==> src/hw/rtl/vole_machine_core_defines.svh <==
// Assertion macros shared by the vole machine RTL.
// Include with the bare file name; needs nothing else.
`ifndef VOLE_MACHINE_CORE_DEFINES_SVH
`define VOLE_MACHINE_CORE_DEFINES_SVH

// Same-cycle implication, quiet during reset
`define VM_ASSERT_NOW(lbl, clk, rst, ante, cons, msg) \
  lbl: assert property (@(posedge clk) disable iff (rst) (ante) |-> (cons)) else $error(msg);

// Next-cycle implication, quiet during reset
`define VM_ASSERT_NEXT(lbl, clk, rst, ante, cons, msg) \
  lbl: assert property (@(posedge clk) disable iff (rst) (ante) |=> (cons)) else $error(msg);

`endif

==> src/hw/rtl/vm_pkg.sv <==
// Shared types and constants for the vole machine core.
// No dependencies; imported by vm_seq and vole_machine_core.
`timescale 1ns / 1ps
`default_nettype none

package vm_pkg;

  localparam int DATA_W        = 8;
  localparam int IW_W          = 16;
  localparam int NUM_REGS      = 16;
  localparam int REG_AW        = 4;
  localparam int MEM_CELLS_DEF = 256;

  // Host transaction kinds (s_tuser)
  typedef enum logic [1:0] {
    HOP_WRITE     = 2'd0,
    HOP_EXEC      = 2'd1,
    HOP_READ_CELL = 2'd2,
    HOP_READ_REG  = 2'd3
  } hop_t;

  // Instruction opcodes (top nibble of the instruction word)
  localparam logic [3:0] IOP_LOAD  = 4'h1;
  localparam logic [3:0] IOP_LDI   = 4'h2;
  localparam logic [3:0] IOP_STORE = 4'h3;
  localparam logic [3:0] IOP_MOVE  = 4'h4;
  localparam logic [3:0] IOP_ADD   = 4'h5;
  localparam logic [3:0] IOP_HALT  = 4'hC;

  // Sequencer states
  typedef enum logic [2:0] {
    S_IDLE,
    S_HRD,
    S_F1,
    S_F2,
    S_OPA,
    S_OPB,
    S_DONE
  } st_t;

  // Cell store port request
  typedef struct packed {
    logic              we;
    logic [7:0]        waddr;
    logic [DATA_W-1:0] wdata;
    logic [7:0]        raddr;
  } mem_req_t;

  // Register file port request
  typedef struct packed {
    logic              we;
    logic [REG_AW-1:0] waddr;
    logic [DATA_W-1:0] wdata;
    logic [REG_AW-1:0] raddr;
  } reg_req_t;

endpackage

`default_nettype wire

==> src/hw/rtl/vm_ram.sv <==
// Generic single-port-write, single-port-read RAM with registered read data.
// No dependencies.
`timescale 1ns / 1ps
`default_nettype none

module vm_ram #(
  parameter int WIDTH = 8,
  parameter int DEPTH = 256
) (
  input  wire logic                     clk,
  input  wire logic                     we,
  input  wire logic [$clog2(DEPTH)-1:0] waddr,
  input  wire logic [WIDTH-1:0]         wdata,
  input  wire logic [$clog2(DEPTH)-1:0] raddr,
  output logic      [WIDTH-1:0]         rdata
);

  logic [WIDTH-1:0] mem [DEPTH];

  // Write port and registered read port
  always_ff @(posedge clk) begin
    if (we) begin
      mem[waddr] <= wdata;
    end
    rdata <= mem[raddr];
  end

endmodule

`default_nettype wire

==> src/hw/rtl/vm_seq.sv <==
// Vole machine sequencer: host transactions, fetch/decode/execute, valid bits,
// output register. Depends on vm_pkg and vole_machine_core_defines.svh.
`timescale 1ns / 1ps
`default_nettype none
`include "vole_machine_core_defines.svh"

module vm_seq #(
  parameter int MEM_CELLS = vm_pkg::MEM_CELLS_DEF
) (
  input  wire logic                      clk,
  input  wire logic                      rst,
  input  wire logic                      s_tvalid,
  output logic                           s_tready,
  input  wire logic [15:0]               s_tdata,
  input  wire logic [1:0]                s_tuser,
  output logic                           m_tvalid,
  input  wire logic                      m_tready,
  output logic [47:0]                    m_tdata,
  output logic [0:0]                     m_tuser,
  output vm_pkg::mem_req_t               mem_req,
  input  wire logic [vm_pkg::DATA_W-1:0] mem_rdata,
  output vm_pkg::reg_req_t               reg_req,
  input  wire logic [vm_pkg::DATA_W-1:0] reg_rdata
);

  import vm_pkg::*;

  localparam int         MAW      = $clog2(MEM_CELLS);
  localparam logic [8:0] CELL_LIM = 9'(MEM_CELLS);

  st_t                 state, state_next;
  logic [7:0]          pc;
  logic [IW_W-1:0]     instr;
  logic                halt_flag;
  hop_t                op_q;
  logic [7:0]          addr_q;
  logic [DATA_W-1:0]   hi_q, opa_q, rd_q, pval_q;
  logic                pv_q;
  logic [MEM_CELLS-1:0] cvalid;
  logic [NUM_REGS-1:0] rvalid;
  logic                cvld_q, rvld_q;
  logic [DATA_W-1:0]   mem_val, reg_val;
  logic [IW_W-1:0]     iw_next;
  hop_t                in_op;
  logic [7:0]          in_addr;
  logic [DATA_W-1:0]   in_data;
  logic                rd_ok, wr_ok, out_load;

  assign in_op   = hop_t'(s_tuser);
  assign in_addr = s_tdata[7:0];
  assign in_data = s_tdata[15:8];

  // Cells never written and cells outside the store read as zero
  assign mem_val  = cvld_q ? mem_rdata : '0;
  assign reg_val  = rvld_q ? reg_rdata : '0;
  assign iw_next  = {hi_q, mem_val};
  assign rd_ok    = {1'b0, mem_req.raddr} < CELL_LIM;
  assign wr_ok    = {1'b0, mem_req.waddr} < CELL_LIM;
  assign s_tready = (state == S_IDLE);
  assign out_load = (state == S_DONE) && (!m_tvalid || m_tready);

  // Next state and memory port requests
  always_comb begin
    state_next = state;
    mem_req    = '0;
    reg_req    = '0;
    case (state)
      S_IDLE: begin
        if (s_tvalid) begin
          case (in_op)
            HOP_WRITE: begin
              mem_req.we    = ({1'b0, in_addr} < CELL_LIM);
              mem_req.waddr = in_addr;
              mem_req.wdata = in_data;
              state_next    = S_DONE;
            end
            HOP_EXEC: begin
              mem_req.raddr = pc;
              state_next    = halt_flag ? S_DONE : S_F1;
            end
            HOP_READ_CELL: begin
              mem_req.raddr = in_addr;
              state_next    = S_HRD;
            end
            default: begin
              reg_req.raddr = in_addr[REG_AW-1:0];
              state_next    = S_HRD;
            end
          endcase
        end
      end
      S_HRD: state_next = S_DONE;
      S_F1: begin
        mem_req.raddr = pc + 8'd1;
        state_next    = S_F2;
      end
      S_F2: begin
        // Issue the operand read of the freshly fetched instruction
        case (iw_next[15:12])
          IOP_LOAD: begin
            mem_req.raddr = iw_next[7:0];
            state_next    = S_OPA;
          end
          IOP_LDI: begin
            // Immediate loads write the register file straight from decode
            reg_req.we    = 1'b1;
            reg_req.waddr = iw_next[11:8];
            reg_req.wdata = iw_next[7:0];
            state_next    = S_DONE;
          end
          IOP_STORE: begin
            reg_req.raddr = iw_next[11:8];
            state_next    = S_OPA;
          end
          IOP_MOVE, IOP_ADD: begin
            reg_req.raddr = iw_next[7:4];
            state_next    = S_OPA;
          end
          default: state_next = S_DONE;
        endcase
      end
      S_OPA: begin
        state_next = S_DONE;
        case (instr[15:12])
          IOP_LOAD: begin
            reg_req.we    = 1'b1;
            reg_req.waddr = instr[11:8];
            reg_req.wdata = mem_val;
          end
          IOP_STORE: begin
            mem_req.waddr = instr[7:0];
            mem_req.wdata = reg_val;
            mem_req.we    = (instr[7:0] != 8'd0) && wr_ok;
          end
          IOP_MOVE: begin
            reg_req.we    = 1'b1;
            reg_req.waddr = instr[3:0];
            reg_req.wdata = reg_val;
          end
          IOP_ADD: begin
            reg_req.raddr = instr[3:0];
            state_next    = S_OPB;
          end
          default: state_next = S_DONE;
        endcase
      end
      S_OPB: begin
        reg_req.we    = 1'b1;
        reg_req.waddr = instr[11:8];
        reg_req.wdata = opa_q + reg_val;
        state_next    = S_DONE;
      end
      S_DONE: begin
        if (out_load) begin
          state_next = S_IDLE;
        end
      end
      default: state_next = S_IDLE;
    endcase
  end

  // Control and architectural state
  always_ff @(posedge clk) begin
    if (rst) begin
      state     <= S_IDLE;
      pc        <= '0;
      instr     <= '0;
      halt_flag <= 1'b0;
      m_tvalid  <= 1'b0;
      cvalid    <= '0;
      rvalid    <= '0;
    end else begin
      state <= state_next;
      if (mem_req.we) begin
        cvalid[mem_req.waddr[MAW-1:0]] <= 1'b1;
      end
      if (reg_req.we) begin
        rvalid[reg_req.waddr] <= 1'b1;
      end
      if (state == S_F2) begin
        instr <= iw_next;
        pc    <= pc + 8'd2;
        if (iw_next[15:12] == IOP_HALT) begin
          halt_flag <= 1'b1;
        end
      end
      if (out_load) begin
        m_tvalid <= 1'b1;
      end else if (m_tready) begin
        m_tvalid <= 1'b0;
      end
    end
  end

  // Payload: read-valid tags, operands, result fields
  always_ff @(posedge clk) begin
    cvld_q <= rd_ok && cvalid[mem_req.raddr[MAW-1:0]];
    rvld_q <= rvalid[reg_req.raddr];
    case (state)
      S_IDLE: begin
        op_q   <= in_op;
        addr_q <= in_addr;
        rd_q   <= '0;
        pv_q   <= 1'b0;
        pval_q <= '0;
      end
      S_HRD: begin
        if (op_q == HOP_READ_CELL) begin
          rd_q <= mem_val;
        end else begin
          rd_q <= (addr_q[7:REG_AW] == '0) ? reg_val : '0;
        end
      end
      S_F1: hi_q <= mem_val;
      S_OPA: begin
        if (instr[15:12] == IOP_STORE && instr[7:0] == 8'd0) begin
          pv_q   <= 1'b1;
          pval_q <= reg_val;
        end
        opa_q <= reg_val;
      end
      default: ;
    endcase
    if (out_load) begin
      m_tdata <= {7'd0, instr, pc, halt_flag, pval_q, rd_q};
      m_tuser <= pv_q;
    end
  end

  `VM_ASSERT_NEXT(a_halt_sticky, clk, rst, halt_flag, halt_flag, "halt flag cleared")
  `VM_ASSERT_NEXT(a_pc_hold, clk, rst, state != S_F2, pc == $past(pc), "pc moved outside fetch")
  `VM_ASSERT_NOW(a_one_write, clk, rst, mem_req.we, !reg_req.we, "cell and register written together")
  `VM_ASSERT_NEXT(a_out_load, clk, rst, out_load, m_tvalid && state == S_IDLE, "result not posted")

endmodule

`default_nettype wire

==> src/hw/rtl/vole_machine_core.sv <==
// Top level of the vole machine: cell store RAM, register file RAM, sequencer.
// Depends on vm_pkg, vm_ram and vm_seq.
//
//  channel  dir  handshake            payload
//  s_       in   s_tvalid/s_tready    s_tdata: address, data; s_tuser: opcode
//  m_       out  m_tvalid/m_tready    m_tdata: results; m_tuser: print_valid
//
// A host write or halted execute goes from accept to S_DONE, a host read via
// S_HRD, an executed instruction via S_F1, S_F2, S_OPA and S_OPB as needed
// (two fetch reads through the single cell-store read port, then up to two
// register-file reads for an add). s_tready rises with m_tvalid of the result.
// rst is synchronous; all cells and registers read as zero after it, no sweep.
// A stalled result holds the next transaction in the final state until taken.
`timescale 1ns / 1ps
`default_nettype none

module vole_machine_core #(
  parameter int MEM_CELLS = vm_pkg::MEM_CELLS_DEF
) (
  input  wire logic        clk,
  input  wire logic        rst,
  input  wire logic        s_tvalid,
  output logic             s_tready,
  input  wire logic [15:0] s_tdata,   // address[7:0], data[15:8]
  input  wire logic [1:0]  s_tuser,   // opcode[1:0]
  output logic             m_tvalid,
  input  wire logic        m_tready,
  output logic [47:0]      m_tdata,   // read_data[7:0], print_value[15:8],
                                      // halted[16], program_counter[24:17],
                                      // instruction_word[40:25], zero[47:41]
  output logic [0:0]       m_tuser    // print_valid[0]
);

  import vm_pkg::*;

  localparam int MAW = $clog2(MEM_CELLS);

  mem_req_t          mem_req;
  reg_req_t          reg_req;
  logic [DATA_W-1:0] mem_rdata, reg_rdata;

  // Cell store
  vm_ram #(
    .WIDTH (DATA_W),
    .DEPTH (MEM_CELLS)
  ) u_cells (
    .clk   (clk),
    .we    (mem_req.we),
    .waddr (mem_req.waddr[MAW-1:0]),
    .wdata (mem_req.wdata),
    .raddr (mem_req.raddr[MAW-1:0]),
    .rdata (mem_rdata)
  );

  // Register file
  vm_ram #(
    .WIDTH (DATA_W),
    .DEPTH (NUM_REGS)
  ) u_regs (
    .clk   (clk),
    .we    (reg_req.we),
    .waddr (reg_req.waddr),
    .wdata (reg_req.wdata),
    .raddr (reg_req.raddr),
    .rdata (reg_rdata)
  );

  // Sequencer
  vm_seq #(
    .MEM_CELLS (MEM_CELLS)
  ) u_seq (
    .clk       (clk),
    .rst       (rst),
    .s_tvalid  (s_tvalid),
    .s_tready  (s_tready),
    .s_tdata   (s_tdata),
    .s_tuser   (s_tuser),
    .m_tvalid  (m_tvalid),
    .m_tready  (m_tready),
    .m_tdata   (m_tdata),
    .m_tuser   (m_tuser),
    .mem_req   (mem_req),
    .mem_rdata (mem_rdata),
    .reg_req   (reg_req),
    .reg_rdata (reg_rdata)
  );

endmodule

`default_nettype wire

==> config.mk <==
export PLATFORM = sky130hd
export DESIGN_NAME = vole_machine_core
export DESIGN_NICKNAME = d
export VERILOG_FILES = /design/src/hw/rtl/vm_pkg.sv /design/src/hw/rtl/vm_ram.sv /design/src/hw/rtl/vm_seq.sv /design/src/hw/rtl/vole_machine_core.sv
export VERILOG_INCLUDE_DIRS = /design/src /design/src/hw/rtl
export SDC_FILE = /design/constraint.sdc
export NUM_CORES = 2
export LEC_CHECK = 0
export ABC_AREA = 1
export BUFFER_PORTS_ARGS = -buffer_cell sky130_fd_sc_hd__buf_4
export CORE_MARGIN = 2
export CORE_UTILIZATION = 30
export CTS_BUF_LIST = sky130_fd_sc_hd__clkbuf_16
export DETAILED_ROUTE_END_ITERATION = 7
export PLACE_DENSITY = 0.43
export SYNTH_ARGS = -nofsm -noshare
export SYNTH_HDL_FRONTEND = slang
export SYNTH_SLANG_ARGS = --single-unit
==> constraint.sdc <==
create_clock -name clk -period 27.4 [get_ports clk]
set_input_delay 2.74 -clock clk [delete_from_list [all_inputs] [get_ports clk]]
set_output_delay 2.74 -clock clk [all_outputs]
set_load 0.01 [all_outputs]
==> results by group <==
Outcome
  – Status: finished clean

Hold path
  – Hold Path Origin: u_seq.rd_q[4]
  – Worst Hold End: u_seq.m_tdata[4]
  – Min-Delay Path Class: reg2reg
  – Hold path depth: 0

Setup path
  – Crit path kind: in2reg
  – Crit end category: register
  – Crit path from: s_tuser[0]
  – Crit path DAT: 9.41 ns
  – Reg2reg end: u_cells.rdata[6]
  – FF-to-FF Start: u_seq.cvld_q
  – CP Max Fanout: 76
  – Slowest Stage Delay on Critical Path: 0.79 ns
  – CP required: 28.19 ns
  – Crit path top cell by count: nand3_1
  – Worst reg2reg setup slack: 20.05 ns
  – CP max-delay cell: buf_4
  – CP Launch Type: input pin
  – Crit path cell chain: buf_4, inv_1, ha_1, nand3_1, nor2_1, nor2_4, buf_4, nand2_8, inv_8, buf_4, buf_4, buf_4, buf_4, nand2_1, nand3_1, nand3_1, nand3_1, nand3_1, nand3_1, nand3_1, nand3_1, nand2_1
  – Worst reg2reg path depth: 18

Detailed routing
  – DRC: 0
  – Drt first-iter violations: 7,457
  – Routed Antenna Nets: 0
  – Via density: 4.84
  – WL per Instance: 23.4 µm
  – WL final: 370,000 µm
  – Drt pass-1 iters: 8
  – Vias: 76,600

Power
  – Sequential share of power: 43.4%
  – Leak pwr: 0.0477 µW
  – Sw Share: 30.3%
  – Clock share of power: 38.5%
  – Total internal power: 7020 µW
  – Combinational share of power: 18.1%
  – Tot Pwr: 10,100 µW
  – Pwr/cell area: 80.2 nW/µm²
  – Peak VDD IR: 0.0583 mV
  – Net switching power: 3050 µW

Layout
  – Fin area: 126,000 µm²
  – Post-route non-filler standard cell count: 15,800
  – Final nets: 10,600
  – Share of layout cells above drive strength 1: 7.19%
  – Filler Cells Inserted: 37,400
  – Layout area overhead: 13.0%

Yosys
  – Register bit total from synthesis: 2,574
  – Seq/Total Area, Yosys: 66.7%
  – EDFF count, synth: 2,256
  – Synth top cells by count: edfxtp_1, nand2_1, nand3_1, inv_1, nor2_1
  – Synth top area cells: edfxtp_1, nand3_1, nand2_1
  – Syn_area_per_cell: 10.3 µm²
  – Synth top area share: 61.0%
  – Synth Cell Area: 111,000 µm²
  – Post-synth top area cell: edfxtp_1
  – Post-Syn Instances: 10,800
  – Synth warn: 0
  – Count leader, synth: edfxtp_1
  – Synth Flop Type: edfxtp_1
  – Post-synthesis cell type count: 47
  – Synth async-reset ratio: 0%

Placed design
  – Port bufs: 64
  – Placed cell areas: 116,000 µm²
  – HPWL Detailed: 209,000 µm
  – Placed insts: 15,300
  – Gpl congestion: 0.832
  – Dpl ws: 17.82 ns

STA
  – RSZ-0062 raised after global routing: false
  – Final period util: 31.5%
  – Tightest Pin Transition: 1.27 ns
  – Fin worst setup slack: 18.77 ns
  – Final setup vio count: 0
  – Final hold violation count: 0
  – Fmax: 0.116 GHz
  – Max-slew headroom: 15.1%
  – Slew Limit Fails: 0
  – Min Tclk post-route: 8.63 ns
  – Setup TNS Final: 0 ns
  – Clock skew: 0.0515 ns

Die
  – Initial Util: 30.1%
  – Num ports: 73
  – Die Width: 613 µm
  – Die Area: 375,000 µm²
  – Cell row count: 223
  – Die extent in y: 613 µm
  – Std-Cell Core Area: 369,000 µm²

Clock tree
  – Post-cts resize count: 0
  – CTS root buffer: clkbuf_16
  – Clock slew at reported path FFs: 0.06 ns
  – Post-CTS Setup Inserts: 0
  – Total CTS buffers: 296
  – Clk buf depth: 4
  – Clk_lat worst skew: 0.91 ns
  – H-tree depth: 5
  – CTS Hold Bufs: 0
  – CTS tree: yes
  – Clk sinks: 2,574

Global routing
  – Initial antenna violation count: 17
  – GRT Util Overall: 19.3%
  – Largest net degree at the start of global routing: 195
  – Vias in the first global route: 73,500
  – First-pass GRT wire length: 535,000 µm
  – Total grt overflow: 0

Run
  – Max-cap violations: 0
-- layer usage --
metal | global-route usage (%) | vias up | wire length (µm) | part of all wire [%]
met5 | 0 | - | 0 | 0
met4 | 6.00 | 0 | 11800 | 3.2
met3 | 2.43 | 444 | 20900 | 5.6
met2 | 30.7 | 2344 | 168000 | 45
met1 | 27.4 | 38200 | 169000 | 46
li1 | - | 35700 | - | -
-- sequential cells by signal (all words and copies together) (netlist names) --
| signal | count |
|---|---|
| u_cells.mem | 2048 |
| u_cells.rdata | 8 |
| u_regs.mem | 128 |
| u_regs.rdata | 8 |
| u_seq.addr_q | 4 |
| u_seq.cvalid | 256 |
| u_seq.cvld_q | 1 |
| u_seq.halt_flag | 1 |
| u_seq.hi_q | 8 |
| u_seq.instr | 16 |
| u_seq.m_tdata | 40 |
| u_seq.m_tuser | 1 |
| u_seq.m_tvalid | 1 |
| u_seq.op_q | 2 |
| u_seq.opa_q | 8 |
| u_seq.pc | 7 |
| u_seq.pv_q | 1 |
| u_seq.pval_q | 8 |
| u_seq.rd_q | 8 |
| u_seq.rvalid | 16 |
| u_seq.rvld_q | 1 |
| u_seq.state | 3 |
-- cells in the final DEF (no fill, tap or decap), types with 3 or more instances in the layout --
master and count:
clkinv_8 7, ha_1 12, edfxtp_1 2256, nor2_4 4, o22ai_2 6, clkinv_2 51
o211ai_1 241, a31oi_1 3, o21a_1 4, conb_1 8, nor3_1 6, nand3_1 1993
nand2_1 2235, bufinv_16 24, buf_12 13, nand2_8 3, inv_2 34, clkbuf_16 303
inv_1 1553, clkinv_1 68, inv_6 12, nor2_1 876, a21oi_1 48, nor4_1 3
clkinvlp_4 6, nor2_2 21, nand2_2 3, o21ai_0 28, a22o_4 7, diode_2 7
nand3b_1 397, or2_2 85, o22ai_1 13, nand4_1 4, buf_4 184, dfxtp_1 318
o221ai_1 3
-- stage by stage --
stage               hold slack, ns  utilization, %
floorplan                    0.400               -
global placement             0.411            31.5
detailed placement           0.405            31.5
CTS                          0.396            34.0
global route                 0.411            34.0
finish                       0.399            34.1
-- layout make-up --
class	instances	area, µm²	area share [%]
timing repair buffer	198	1660	1.32
multi-input combinational	6028	28500	22.7
antenna	7	17.5	0.0139
inverter	1516	5720	4.56
clock inverter	242	1780	1.42
clock buffer	303	7580	6.04
tap	4950	6190	4.93
sequential	2574	74100	59.0
-- power by group through the flow --
stage                     clock, µW  sequential (µW)  combinational (µW)
final                          3880             4360                1820
after detailed placement          0             4450                1840
after CTS                      3970             4360                1850
after global placement            0             4450                1850
after floorplan                   0             4450                1160
after global routing           4120             4370                2000
-- logic make-up (layout without fill, tap and decap cells) --
logic type | after synthesis | in the layout | synth area share, %
simple gates | 5637 | 5637 | 23.0
flops | 2574 | 2574 | 66.7
buf+inv | 2159 | 2259 | 7.77
compound gates | 368 | 368 | 2.39
fa+ha+maj | 13 | 13 | 0.153
xor+xnor | 2 | 2 | 0.0158
other cells | 1 | 15 | 0.00338
-- how the worst max path moves through the flow --
stage	to	depth (start not counted)
global route	u_seq.cvld_q	22
global placement	u_cells.rdata[0]	23
finish	u_cells.rdata[6]	22
floorplan	u_cells.mem[0][6]	7
CTS	u_cells.rdata[0]	22
detailed placement	u_cells.rdata[6]	22
-- critical path, delay by kind of cell --
family        cells  cell delay [ns]
fa+ha+maj         1             0.22
buf+inv           8             4.20
simple gates     13             1.65
(Power assumes the default switching activity.)
